[config.mk]
export PLATFORM = sky130hd
export DESIGN_NAME = seven_segment_scan_driver
export DESIGN_NICKNAME = d
export VERILOG_FILES = /design/src/rtl/sssd_pkg.sv /design/src/rtl/sssd_digit_split.sv /design/src/rtl/seven_segment_scan_driver.sv
export SDC_FILE = /design/constraint.sdc
export NUM_CORES = 1
export LEC_CHECK = 0
export CAP_MARGIN = 20
export CORE_MARGIN = 2
export CORE_UTILIZATION = 45
export CTS_CLUSTER_SIZE = 14
export DETAILED_ROUTE_END_ITERATION = 16
export DONT_BUFFER_PORTS = 1
export GPL_TIMING_DRIVEN = 0
export SYNTH_ARGS = -nofsm -noshare
export SYNTH_HDL_FRONTEND = slang
export SYNTH_SLANG_ARGS = --single-unit
[constraint.sdc]
create_clock -name clk_i -period 10.7 [get_ports clk_i]
set_clock_uncertainty 0.05 [all_clocks]
set_input_delay 1.07 -clock clk_i [delete_from_list [all_inputs] [get_ports clk_i]]
set_output_delay 1.07 -clock clk_i [all_outputs]
set_load 0.05 [all_outputs]
[src/rtl/sssd_pkg.sv]
// shared types, codes and segment decode for the seven-segment scan driver
package sssd_pkg;

  // action codes carried by an input transaction
  localparam logic [1:0] ACT_TICK   = 2'd0;
  localparam logic [1:0] ACT_NUMBER = 2'd1;
  localparam logic [1:0] ACT_ERROR  = 2'd2;

  // digit codes beyond the decimal digits
  localparam logic [3:0] CODE_E     = 4'd10;
  localparam logic [3:0] CODE_R     = 4'd11;
  localparam logic [3:0] CODE_MINUS = 4'd12;
  localparam logic [3:0] CODE_BLANK = 4'd15;

  localparam int unsigned NumDigits = 4;
  localparam logic [13:0] MaxValue  = 14'd9999;

  // one code per digit position, position 0 rightmost
  typedef logic [NumDigits-1:0][3:0] digits_t;

  // segments a..g in bits 0..6, 1 lit
  function automatic logic [6:0] seg_decode(input logic [3:0] code);
    logic [6:0] seg;
    case (code)
      4'd0:       seg = 7'h3F;
      4'd1:       seg = 7'h06;
      4'd2:       seg = 7'h5B;
      4'd3:       seg = 7'h4F;
      4'd4:       seg = 7'h66;
      4'd5:       seg = 7'h6D;
      4'd6:       seg = 7'h7D;
      4'd7:       seg = 7'h27;
      4'd8:       seg = 7'h7F;
      4'd9:       seg = 7'h6F;
      CODE_E:     seg = 7'h79;
      CODE_R:     seg = 7'h50;
      CODE_MINUS: seg = 7'h40;
      default:    seg = 7'h00;
    endcase
    return seg;
  endfunction

endpackage

[src/rtl/sssd_digit_split.sv]
// binary to four decimal digits: compare-and-subtract steps for thousands, hundreds and tens, units left over
module sssd_digit_split import sssd_pkg::*; (
  input  logic [13:0] value_i,
  output digits_t     digits_o
);

  logic [13:0] v_clamp;
  logic [3:0]  d3, d2, d1;
  logic [9:0]  r1;
  logic [6:0]  r2;
  logic [3:0]  r3;

  always_comb begin
    v_clamp = (value_i > MaxValue) ? MaxValue : value_i;

    // thousands: count thresholds passed, independent compares
    d3 = 4'd0;
    for (int k = 1; k < 10; k++) begin
      if (v_clamp >= 14'(k * 1000)) d3 = 4'(k);
    end
    r1 = 10'(v_clamp - 14'(d3) * 14'd1000);

    // hundreds
    d2 = 4'd0;
    for (int k = 1; k < 10; k++) begin
      if (r1 >= 10'(k * 100)) d2 = 4'(k);
    end
    r2 = 7'(r1 - 10'(d2) * 10'd100);

    // tens and units
    d1 = 4'd0;
    for (int k = 1; k < 10; k++) begin
      if (r2 >= 7'(k * 10)) d1 = 4'(k);
    end
    r3 = 4'(r2 - 7'(d1) * 7'd10);

    digits_o = {d3, d2, d1, r3};
  end

endmodule

[src/rtl/seven_segment_scan_driver.sv]
// top level of the four-digit multiplexed seven-segment scan driver
// the block takes one input transaction per cycle and gives at most one result
// transaction per input. a set-number transaction (clamped to 9999) is split into
// four decimal digits plus a minus flag, and is dropped while an error is held.
// a set-error transaction holds the code and loads E r r code (code zero releases
// the hold). each scan tick gives one result: the one-hot enable of the current
// position, its segment pattern and its decimal point, then moves to the next
// position. digit 1 carries the point unless an error is held; leading zeros
// are blanked on digits 3 and 2; digit 3 shows minus when the flag is set and no
// error is held. a tick goes from the input register into the result register,
// which holds it until the sink takes it. throughput is one transaction per
// cycle, limited only by the result register while the sink stalls; a set
// transaction in the input register never waits on the sink, but one that
// arrives behind a stalled tick waits until that tick moves on.
module seven_segment_scan_driver import sssd_pkg::*; (
  input  logic        clk_i,
  input  logic        rst_ni,
  input  logic        in_valid_i,
  output logic        in_ready_o,
  input  logic [1:0]  action_i,
  input  logic [13:0] value_i,
  input  logic        negative_i,
  input  logic [3:0]  error_code_i,
  output logic        out_valid_o,
  input  logic        out_ready_i,
  output logic [3:0]  digit_enable_o,
  output logic [6:0]  segments_o,
  output logic        point_o
);

  // input register
  logic        s1_valid_q, s1_valid_d;
  logic [1:0]  s1_action_q;
  logic [13:0] s1_value_q;
  logic        s1_neg_q;
  logic [3:0]  s1_ecode_q;

  // display state
  digits_t     digits_q, digits_d;
  logic [3:0]  held_error_q, held_error_d;
  logic        minus_q, minus_d;
  logic [1:0]  pos_q, pos_d;

  // result register
  logic        out_valid_q, out_valid_d;
  logic [3:0]  enable_q, enable_d;
  logic [6:0]  seg_q, seg_d;
  logic        point_q, point_d;

  logic        s1_fire;
  logic        in_fire;
  logic        err;
  logic [3:0]  code;
  logic        dot;
  digits_t     split_digits;

  // decimal split of the registered value
  sssd_digit_split u_split (
    .value_i  (s1_value_q),
    .digits_o (split_digits)
  );

  // a tick needs room in the result register, set transactions never wait
  assign s1_fire    = s1_valid_q &&
                      ((s1_action_q != ACT_TICK) || !out_valid_q || out_ready_i);
  assign in_ready_o = !s1_valid_q || s1_fire;
  assign in_fire    = in_valid_i && in_ready_o;
  assign err        = (held_error_q != 4'd0);

  always_comb begin
    s1_valid_d   = in_fire ? 1'b1 : (s1_fire ? 1'b0 : s1_valid_q);
    digits_d     = digits_q;
    held_error_d = held_error_q;
    minus_d      = minus_q;
    pos_d        = pos_q;
    out_valid_d  = (out_valid_q && !out_ready_i) ? 1'b1 : 1'b0;
    enable_d     = enable_q;
    seg_d        = seg_q;
    point_d      = point_q;

    // pick what the current position shows
    dot = 1'b0;
    case (pos_q)
      2'd0: code = digits_q[0];
      2'd1: begin
        code = digits_q[1];
        dot  = !err;
      end
      2'd2: begin
        code = ((digits_q[3] == 4'd0) && (digits_q[2] == 4'd0)) ? CODE_BLANK : digits_q[2];
      end
      default: begin
        if (minus_q && !err) code = CODE_MINUS;
        else if (digits_q[3] == 4'd0) code = CODE_BLANK;
        else code = digits_q[3];
      end
    endcase

    if (s1_fire) begin
      case (s1_action_q)
        ACT_TICK: begin
          out_valid_d = 1'b1;
          enable_d    = 4'b0001 << pos_q;
          seg_d       = seg_decode(code);
          point_d     = dot;
          pos_d       = pos_q + 2'd1;
        end
        ACT_NUMBER: begin
          // ignored while an error is held
          if (!err) begin
            digits_d = split_digits;
            minus_d  = s1_neg_q;
          end
        end
        ACT_ERROR: begin
          held_error_d = s1_ecode_q;
          digits_d[3]  = CODE_E;
          digits_d[2]  = CODE_R;
          digits_d[1]  = CODE_R;
          digits_d[0]  = (s1_ecode_q <= 4'd9) ? s1_ecode_q : CODE_BLANK;
        end
        default: ; // unused action, dropped without a result
      endcase
    end
  end

  always_ff @(posedge clk_i or negedge rst_ni) begin
    if (!rst_ni) begin
      s1_valid_q   <= 1'b0;
      digits_q     <= '0;
      held_error_q <= 4'd0;
      minus_q      <= 1'b0;
      pos_q        <= 2'd0;
      out_valid_q  <= 1'b0;
    end else begin
      s1_valid_q   <= s1_valid_d;
      digits_q     <= digits_d;
      held_error_q <= held_error_d;
      minus_q      <= minus_d;
      pos_q        <= pos_d;
      out_valid_q  <= out_valid_d;
    end
  end

  // payload registers, no reset
  always_ff @(posedge clk_i) begin
    if (in_fire) begin
      s1_action_q <= action_i;
      s1_value_q  <= value_i;
      s1_neg_q    <= negative_i;
      s1_ecode_q  <= error_code_i;
    end
    enable_q <= enable_d;
    seg_q    <= seg_d;
    point_q  <= point_d;
  end

  assign out_valid_o    = out_valid_q;
  assign digit_enable_o = enable_q;
  assign segments_o     = seg_q;
  assign point_o        = point_q;

  // a result always selects exactly one digit
  a_onehot_enable: assert property (@(posedge clk_i) disable iff (!rst_ni)
    out_valid_o |-> $onehot(digit_enable_o))
    else $error("digit enable not one-hot");

  // the point only ever appears on digit 1
  a_point_digit1: assert property (@(posedge clk_i) disable iff (!rst_ni)
    (out_valid_o && point_o) |-> (digit_enable_o == 4'b0010))
    else $error("point on wrong digit");

  // a set-number transaction leaves the digits alone while an error is held
  a_error_hold: assert property (@(posedge clk_i) disable iff (!rst_ni)
    (s1_fire && (s1_action_q == ACT_NUMBER) && err) |=> $stable(digits_q))
    else $error("digits changed under error hold");

  // the scan position moves only on a tick that produces a result
  a_pos_step: assert property (@(posedge clk_i) disable iff (!rst_ni)
    !(s1_fire && (s1_action_q == ACT_TICK)) |=> $stable(pos_q))
    else $error("scan position moved without a tick");

endmodule

==> results of run 1 <==
## how the worst max path moves through the flow
stage | endpoint | startpoint | cells past startpoint
after detailed placement | digits_q[3]$_DFFE_PN0P_ | s1_value_q[4]$_DFFE_PP_ | 34
after global routing | digits_q[3]$_DFFE_PN0P_ | s1_value_q[4]$_DFFE_PP_ | 35
after global placement | digits_q[3]$_DFFE_PN0P_ | s1_value_q[4]$_DFFE_PP_ | 34
after CTS | digits_q[3]$_DFFE_PN0P_ | s1_value_q[4]$_DFFE_PP_ | 34
after floorplan | digits_q[3]$_DFFE_PN0P_ | s1_value_q[6]$_DFFE_PP_ | 36
final | digits_q[3]$_DFFE_PN0P_ | s1_value_q[4]$_DFFE_PP_ | 35
## Yosys cell counts (2+ instances only)
cell       n
a211oi_1   4
a21o_1     7
a21o_2     2
a21oi_1   26
a221oi_1   4
a221oi_4   2
a22oi_1    2
a31o_2     2
a31oi_1    9
and2_1     7
and3_1     3
buf_2      4
buf_6      2
clkbuf_1   3
clkbuf_2   2
dfrtp_1   25
edfxtp_1  33
fa_1       7
ha_1      26
inv_1     23
mux2i_1    3
nand2_1   43
nand2b_1   7
nand3_1   25
nor2_1    40
nor2b_1    6
nor3_1     7
nor4_1     4
o21a_1     3
o21ai_0   38
o21ai_1    2
o21bai_1   2
o22ai_1    5
o31ai_1    4
o32ai_1    2
or2b_2     2
xnor2_1   16
xnor2_4    2
xor2_1     3
## kinds of logic (layout without fill, tap and decap cells)
family / count (synthesis) / count (layout) / synth area share
buf+inv: 38 / 54 / 0.0446
flops: 58 / 58 / 0.389
compound gates: 126 / 126 / 0.206
fa+ha+maj: 33 / 33 / 0.112
xor+xnor: 23 / 23 / 0.0611
mux: 5 / 5 / 0.0135
simple gates: 152 / 152 / 0.174
## through the flow
stage                     cell area, µm²  hold WS, ns  instances  worst slack, ns
final                               4460        0.371        562             1.75
after global routing                4460        0.341        562             1.17
after CTS                           4460        0.357        562             1.71
after detailed placement            4290        0.383        546             1.73
after global placement              4290        0.382        546             1.79
after floorplan                     4160        0.365        435             2.83
## worst register-to-register path: cells and delay by family, from the launching register on
| family | cells | cell delay, ns |
|---|---|---|
| buf+inv | 3 | 0.28 |
| compound gates | 9 | 2.04 |
| simple gates | 8 | 1.22 |
| xor+xnor | 6 | 1.46 |
| fa+ha+maj | 7 | 2.68 |
| flops | 1 | 0.47 |
| mux | 2 | 0.63 |
## layer usage
| layer | track usage | wire length, µm |
|---|---|---|
| met4 | 0.0516 | 142 |
| met2 | 0.293 | 4000 |
| met5 | 0 | 0 |
| met1 | 0.247 | 4060 |
| met3 | 0.0481 | 357 |
## registers in the layout, indices dropped and copies added, names as in the netlist
register / cells
minus_q: 1
point_o: 1
s1_action_q: 2
s1_ecode_q: 4
held_error_q: 4
segments_o: 7
digits_q: 16
digit_enable_o: 4
s1_valid_q: 1
out_valid_o: 1
s1_value_q: 14
pos_q: 2
s1_neg_q: 1
## final cells by class
type	count	area [µm²]	area share
Buffer	14	95.1	0.0213
Tap cell	111	139	0.0312
Clock inverter	6	33.8	0.00758
Inverter	24	90.1	0.0202
Multi-Input combinational cell	339	2350	0.528
Clock buffer	10	128	0.0286
Sequential cell	58	1620	0.363
==> results.py, run 1 <==
metrics = {
    "grt": {
        "grt_max_degree": 26,
        "grt_use_total": 0.183,
        "grt_overflow": 0,
        "grt_pass1_wl_mm": 14.4,
        "grt_antenna_before_repair": 0,
        "grt_pass1_vias": 2985,
    },
    "layout": {
        "synthToLayoutAreaGrowth_pct": 7.23,
        "nNetsFinal": 504,
        "drive_above_1_share": 0.109,
        "mostFrequentLayoutCell": "nand2_1",
        "fillers": 890,
        "fin_util": 0.489,
        "antenna_cells": 0,
        "layout_common_cells": "nand2_1, nor2_1, o21ai_0",
    },
    "critical_path": {
        "worstPathMaxFanout": 10,
        "regToRegStartpoint": "s1_value_q[4]$_DFFE_PP_",
        "worst_setup_path_start_kind": "register",
        "crit_arrival_ns": 9.12,
        "cpLargestDelayFamily": "adder cells",
        "critPathRequiredTime_ns": 10.87,
        "criticalPathCategory": "reg2reg",
        "path_buf_inv": 3,
        "slowest_delay_ns": 0.68,
        "cp_slowest_cell": "fa_1",
        "crit_path_end_kind": "register",
        "r2r-end": "digits_q[3]$_DFFE_PN0P_",
        "timing.reg2reg.setup_slack_ns": 1.75,
        "worstRegToRegCells": 35,
    },
    "sta": {
        "setup_tns_ns": 0,
        "grt_setup_unrepaired": "no",
        "hold_viol": 0,
        "worstMarginPinSlew_ns": 1.00,
        "fin_crit_ns": 8.95,
        "finalMaxSlewViolations": 0,
        "slew-limit-headroom": 0.333,
        "setup_violations": 0,
        "clock.fmax_mhz": 112,
        "period_share": 0.837,
    },
    "placed_design": {
        "place_congestion": 0.830,
        "port-buffer-count": 0,
        "hpwlAfterDp_mm": 6.52,
    },
    "run_status": {
        "outcome": "completed",
    },
    "detailed_routing": {
        "drcViolationCount": 0,
        "drt-pass1-iter-count": 5,
        "vias": 3223,
        "vias_per_cell": 5.73,
        "avgRoutedWirePerCell_um": 15.2,
        "ant_nets": 0,
        "drtIter0Drc": 216,
        "wirelength_mm": 8.57,
    },
    "clocking": {
        "cts_buffer_depth": 2,
        "post_cts_buffers": 0,
        "clock_latency_ns": 0.34,
        "ctsHoldBuffers": 0,
        "htree_levels": 3,
        "cts_tree": "yes",
        "clock_sinks": 58,
        "clkTransAtPathRegs_ns": 0.07,
        "post_cts_resize_count": 0,
        "cts_root_buf": "clkbuf_8",
        "numCtsBuffers": 9,
    },
    "logic_synthesis": {
        "synth_top_area_cell": "edfxtp_1",
        "synth_nets": 493,
        "ys_ff_latch": 58,
        "synth.avg_cell_area_um2": 9.55,
        "syn_area_um2": 4160,
        "syn-instance-count": 435,
        "synth_area_leaders": "edfxtp_1, dfrtp_1, ha_1",
        "synth_edf_count": 33,
        "ys_types": 67,
        "synth_async_sr_flop_share": 0.431,
        "ys.flop_type": "edfxtp_1",
        "yosysSeqAreaShare": 0.389,
        "synth.top_cell.area_share": 0.238,
        "yosysWarnings": 0,
    },
    "floorplanning": {
        "core_um2": 9110,
        "die_area_um2": 10000,
        "row_count": 35,
        "die_x_um": 100,
        "boundaryPins": 39,
        "start_util": 0.456,
        "die_h_um": 100,
    },
    "hold_path": {
        "hold_class": "in2async",
    },
    "job": {
        "max_cap_violations": 0,
    },
}
Power of run 1 is not shown: default switching activity piles up to over one toggle a cycle in this logic, so the estimate is an artifact.
==> run 2: changes to the inputs <==
ABC_AREA = 1   (was unset)
clock period = 8.6 ns   (was 10.7 ns; I/O delays follow)
==> run 2 against run 1 <==
Effect of this change: sequential share of layout area is 3.5 points lower; hold slack worse by 0.21 ns; via count rose by 8.0%; synthesized area is 2.4% lower; count of clock-buffer cells in the layout did not move; first-iteration DRC count is 13% lower; wire length rose by 8.6%; core utilization is 7.7 points higher; global-route usage decreased by 0.19 points.
==> results.py, run 2 <==
metrics = {
    "logic_synthesis": {
        "synth_async_sr_flop_share": 0.431,
        "synth.avg_cell_area_um2": 8.17,
        "syn-instance-count": 496,
        "synth_nets": 554,
        "synth_common_cells": "nand2_1, inv_1, nor2_1",
        "synth_edf_count": 33,
        "yosysSeqAreaShare": 0.399,
        "yosysWarnings": 0,
        "synth_top_area_cell": "edfxtp_1",
        "synth.top_cell.area_share": 0.244,
        "yosys.cell_count.top_type": "nand2_1",
        "ys_ff_latch": 58,
        "syn_area_um2": 4050,
        "ys.flop_type": "edfxtp_1",
        "ys_types": 44,
        "synth_area_leaders": "edfxtp_1, dfrtp_1, nand2_1",
    },
    "placed_design": {
        "port-buffer-count": 0,
        "pre_cts_ws_ns": -0.401,
        "dp_cells": 604,
        "place_congestion": 0.886,
        "hpwlAfterDp_mm": 6.36,
    },
    "sta": {
        "slew-limit-headroom": 0.512,
        "clock.fmax_mhz": 124,
        "worstMarginPinSlew_ns": 0.732,
        "setup_violations": 0,
        "finalMaxSlewViolations": 0,
        "hold_viol": 0,
        "period_share": 0.940,
        "fin_crit_ns": 8.08,
        "layout_setup_ws_ns": 0.516,
    },
    "layout": {
        "instances_no_fill": 651,
        "mostFrequentLayoutCell": "nand2_1",
        "synthToLayoutAreaGrowth_pct": 21.8,
        "drive_above_1_share": 0.227,
        "top_register": "digits_q",
        "nNetsFinal": 596,
        "fin_util": 0.566,
        "largest_reg_flops": 16,
        "layout_common_cells": "nand2_1, inv_1, nor2_1",
        "antenna_cells": 0,
    },
    "grt": {
        "grt_antenna_before_repair": 0,
        "grt_pass1_wl_mm": 14.3,
        "grt_use_total": 0.181,
        "grt_pass1_vias": 3139,
        "grt_overflow": 0,
        "grt_max_degree": 26,
    },
    "detailed_routing": {
        "drt-pass1-iter-count": 5,
        "avgRoutedWirePerCell_um": 14.3,
        "drtIter0Drc": 189,
        "vias_per_cell": 5.35,
        "wirelength_mm": 9.30,
        "ant_nets": 0,
        "drcViolationCount": 0,
        "vias": 3482,
    },
    "critical_path": {
        "criticalPathCategory": "reg2reg",
        "crit_path_end_kind": "register",
        "path_buf_inv": 10,
        "slowest_delay_ns": 0.57,
        "critPathRequiredTime_ns": 8.78,
        "crit_arrival_ns": 8.27,
        "worst_setup_path_start_kind": "register",
        "cpMostUsedCell": "nand2_1",
        "cp_slowest_cell": "fa_1",
        "worstPathMaxFanout": 6,
        "cpLargestDelayFamily": "simple AND/OR/NAND/NOR gates",
    },
    "floorplanning": {
        "die_x_um": 98.9,
        "start_util": 0.465,
        "die_h_um": 98.9,
        "boundaryPins": 39,
        "core_um2": 8720,
        "row_count": 34,
        "die_area_um2": 9780,
    },
    "clocking": {
        "clkTransAtPathRegs_ns": 0.07,
        "numCtsBuffers": 9,
        "cts_tree": "yes",
        "clock_sinks": 58,
        "cts_buffer_depth": 2,
        "htree_levels": 3,
        "clock_latency_ns": 0.34,
        "cts_root_buf": "clkbuf_8",
    },
    "hold_path": {
        "hold_class": "in2async",
    },
    "run_status": {
        "outcome": "completed",
    },
    "job": {
        "max_cap_violations": 0,
    },
}
-- run 2: kinds of logic after synthesis --
kind of cell / Yosys count / synth area share
AO/OA/AOI/OAI: 84 / 0.127
XOR/XNOR: 14 / 0.0358
adder cells (fa/ha/maj): 33 / 0.115
buffers and inverters: 76 / 0.0722
flip-flops: 58 / 0.399
AND/OR/NAND/NOR: 231 / 0.252
-- run 2: timing repair --
item / CTS / global route
buffers inserted: 9 / 21
cloned: 0 / 1
resized for setup: 11 / 56
hold buffers: 0 / 0
endpoints found under the setup margin: 2 / 3
pin swaps: 4 / 42
-- run 2: per-layer routing --
layer,track usage,vias up,part of all wire,routed length (µm)
met4,0.0558,0,0.024,224
met1,0.243,1609,0.46,4270
li1,-,1755,-,-
met3,0.0418,23,0.039,362
met2,0.293,95,0.48,4440
met5,0,-,0,0
-- run 2: final cells by class --
| class | count | area, µm² |
|---|---|---|
| plain buffers | 2 | 18.8 |
| clock buffers | 10 | 138 |
| clock inverters | 6 | 41.3 |
| fillers | 749 | 3780 |
| inverters | 74 | 278 |
| multi-input cells | 363 | 2470 |
| flip-flops and latches | 58 | 1620 |
| well taps | 108 | 135 |
| repair buffers | 30 | 238 |
-- run 2: per-stage QoR --
step	hold WS [ns]	instance area, µm²	TNS, ns
after global placement	0.408	4190	-0.224
final	0.159	4940	0
after detailed placement	0.415	4190	-0.486
after floorplan	0.368	4050	0
after global routing	0.138	4940	-0.176
after CTS	0.141	4470	0
-- run 2: path summary, 6_finish.rpt --
check | startpoint | endpoint | slack [ns] | cells past startpoint
worst max-delay path | s1_value_q[6]$_DFFE_PP_ | digits_q[3]$_DFFE_PN0P_ | 0.52 | 61
worst min-delay path | rst_ni | held_error_q[2]$_DFFE_PN0P_ | 0.16 | 0
worst max register to register | s1_value_q[6]$_DFFE_PP_ | digits_q[3]$_DFFE_PN0P_ | 0.52 | 61
worst min register to register | held_error_q[2]$_DFFE_PN0P_ | held_error_q[2]$_DFFE_PN0P_ | 0.43 | 2
max in group asynchronous | rst_ni | digits_q[8]$_DFFE_PN0P_ | 8.26 | 0
min in group clk_i | held_error_q[2]$_DFFE_PN0P_ | held_error_q[2]$_DFFE_PN0P_ | 0.43 | 2
Power of run 2 is left out for the same reason.
==> run 3: changes to the inputs <==
MAX_ROUTING_LAYER = met4   (was unset)
==> run 3 against run 2 <==
Effect of this change: hold slack improved by 0.0076 ns; wire length decreased by 6.8%; first-iteration DRC count is 3.2% lower; die area unchanged; sequential share of layout area increased by 0.34 points; count of clock-buffer cells in the layout is 1 lower; global-route usage hardly changed; largest cell class unchanged; final area fell by 1.0%.
==> results.py, run 3 (same netlist as run 2, synthesis figures left out) <==
metrics = {
    "clocking": {
        "clock_latency_ns": 0.33,
        "numCtsBuffers": 9,
        "clkTransAtPathRegs_ns": 0.08,
        "ctsHoldBuffers": 0,
        "cts_root_buf": "clkbuf_8",
        "cts_tree": "yes",
        "htree_levels": 3,
        "clock_sinks": 58,
        "cts_buffer_depth": 2,
    },
    "grt": {
        "grt_overflow": 0,
        "grt_antenna_before_repair": 0,
        "grt_use_total": 0.182,
        "grt_max_degree": 26,
        "grt_pass1_vias": 3120,
        "grt_pass1_wl_mm": 14.1,
    },
    "layout": {
        "mostFrequentLayoutCell": "nand2_1",
        "instances_no_fill": 652,
        "largest_reg_flops": 16,
        "layout_common_cells": "nand2_1, inv_1, nor2_1",
        "nNetsFinal": 597,
        "drive_above_1_share": 0.213,
        "synthToLayoutAreaGrowth_pct": 20.6,
        "top_register": "digits_q",
        "antenna_cells": 0,
    },
    "floorplanning": {
        "die_h_um": 98.9,
        "core_um2": 8720,
        "die_area_um2": 9780,
        "start_util": 0.465,
        "row_count": 34,
        "boundaryPins": 39,
        "die_x_um": 98.9,
    },
    "critical_path": {
        "path_buf_inv": 11,
        "criticalPathCategory": "reg2reg",
        "worstPathMaxFanout": 6,
        "slowest_delay_ns": 0.56,
        "worst_setup_path_start_kind": "register",
        "crit_arrival_ns": 8.26,
        "crit_path_end_kind": "register",
        "cpLargestDelayFamily": "adder cells",
        "cpMostUsedCell": "nand2_1",
        "critPathRequiredTime_ns": 8.77,
        "cp_slowest_cell": "fa_1",
    },
    "detailed_routing": {
        "drcViolationCount": 0,
        "drt-pass1-iter-count": 4,
        "vias": 3386,
        "wirelength_mm": 8.67,
        "vias_per_cell": 5.19,
        "drtIter0Drc": 183,
        "avgRoutedWirePerCell_um": 13.3,
        "ant_nets": 0,
    },
    "sta": {
        "setup_tns_ns": 0,
        "period_share": 0.941,
        "worstMarginPinSlew_ns": 0.734,
        "slew-limit-headroom": 0.510,
        "fin_crit_ns": 8.09,
        "hold_viol": 0,
        "finalMaxSlewViolations": 0,
        "fin_hold_ws_ns": 0.167,
        "clock.fmax_mhz": 124,
        "setup_violations": 0,
        "grt_setup_unrepaired": "yes",
    },
    "placed_design": {
        "place_congestion": 0.902,
        "hpwlAfterDp_mm": 6.42,
        "dp_cells": 604,
        "port-buffer-count": 0,
    },
    "job": {
        "max_cap_violations": 0,
    },
    "hold_path": {
        "hold_class": "in2async",
    },
    "run_status": {
        "outcome": "completed",
    },
}
==> run 3: cell types whose count changed in the layout (fill, tap and decap cells not counted), moves of 3 or more <==
| cell | change |
|---|---|
| buf_6 | +3 |
| clkinv_4 | +3 |
| ha_1 | +3 |
| ha_4 | -3 |
==> run 3: worst paths after layout <==
path	end	from	depth (start not counted)	slack (ns)
min in group clk_i	minus_q$_DFFE_PN0P_	minus_q$_DFFE_PN0P_	2	0.43
setup / recovery	digits_q[3]$_DFFE_PN0P_	s1_value_q[5]$_DFFE_PP_	62	0.51
max in group asynchronous	digits_q[8]$_DFFE_PN0P_	rst_ni	0	8.24
hold reg to reg	minus_q$_DFFE_PN0P_	minus_q$_DFFE_PN0P_	2	0.43
setup reg to reg	digits_q[3]$_DFFE_PN0P_	s1_value_q[5]$_DFFE_PP_	62	0.51
hold / removal	digits_q[7]$_DFFE_PN0P_	rst_ni	0	0.17
==> run 3: per-stage QoR <==
| step | utilization | setup slack, ns | cell area [µm²] |
|---|---|---|---|
| after floorplan | - | 0.638 | 4050 |
| after global placement | 0.480 | -0.225 | 4190 |
| after detailed placement | 0.480 | -0.422 | 4190 |
| after CTS | 0.514 | 0.0498 | 4480 |
| after global routing | 0.561 | -0.155 | 4890 |
| final | 0.561 | 0.507 | 4890 |
==> run 3: final cells by class <==
class / instances / area [µm²]
plain buffers: 2 / 15.0
clock buffers: 9 / 124
flip-flops and latches: 58 / 1620
fillers: 764 / 3830
inverters: 74 / 278
well taps: 108 / 135
repair buffers: 32 / 248
multi-input cells: 362 / 2390
clock inverters: 7 / 77.6
==> run 3: layer usage <==
layer  share of wire  GRT usage
met5               0          -
met4           0.011     0.0516
met3           0.033     0.0312
met2            0.47      0.281
met1            0.49      0.247
==> run 3: repair_timing <==
action	in CTS	in global routing
cloned	0	0
setup buffers	7	25
setup endpoints to repair	2	3
gates resized for setup	11	50
pin swaps	1	36
Power of run 3 is left out for the same reason.
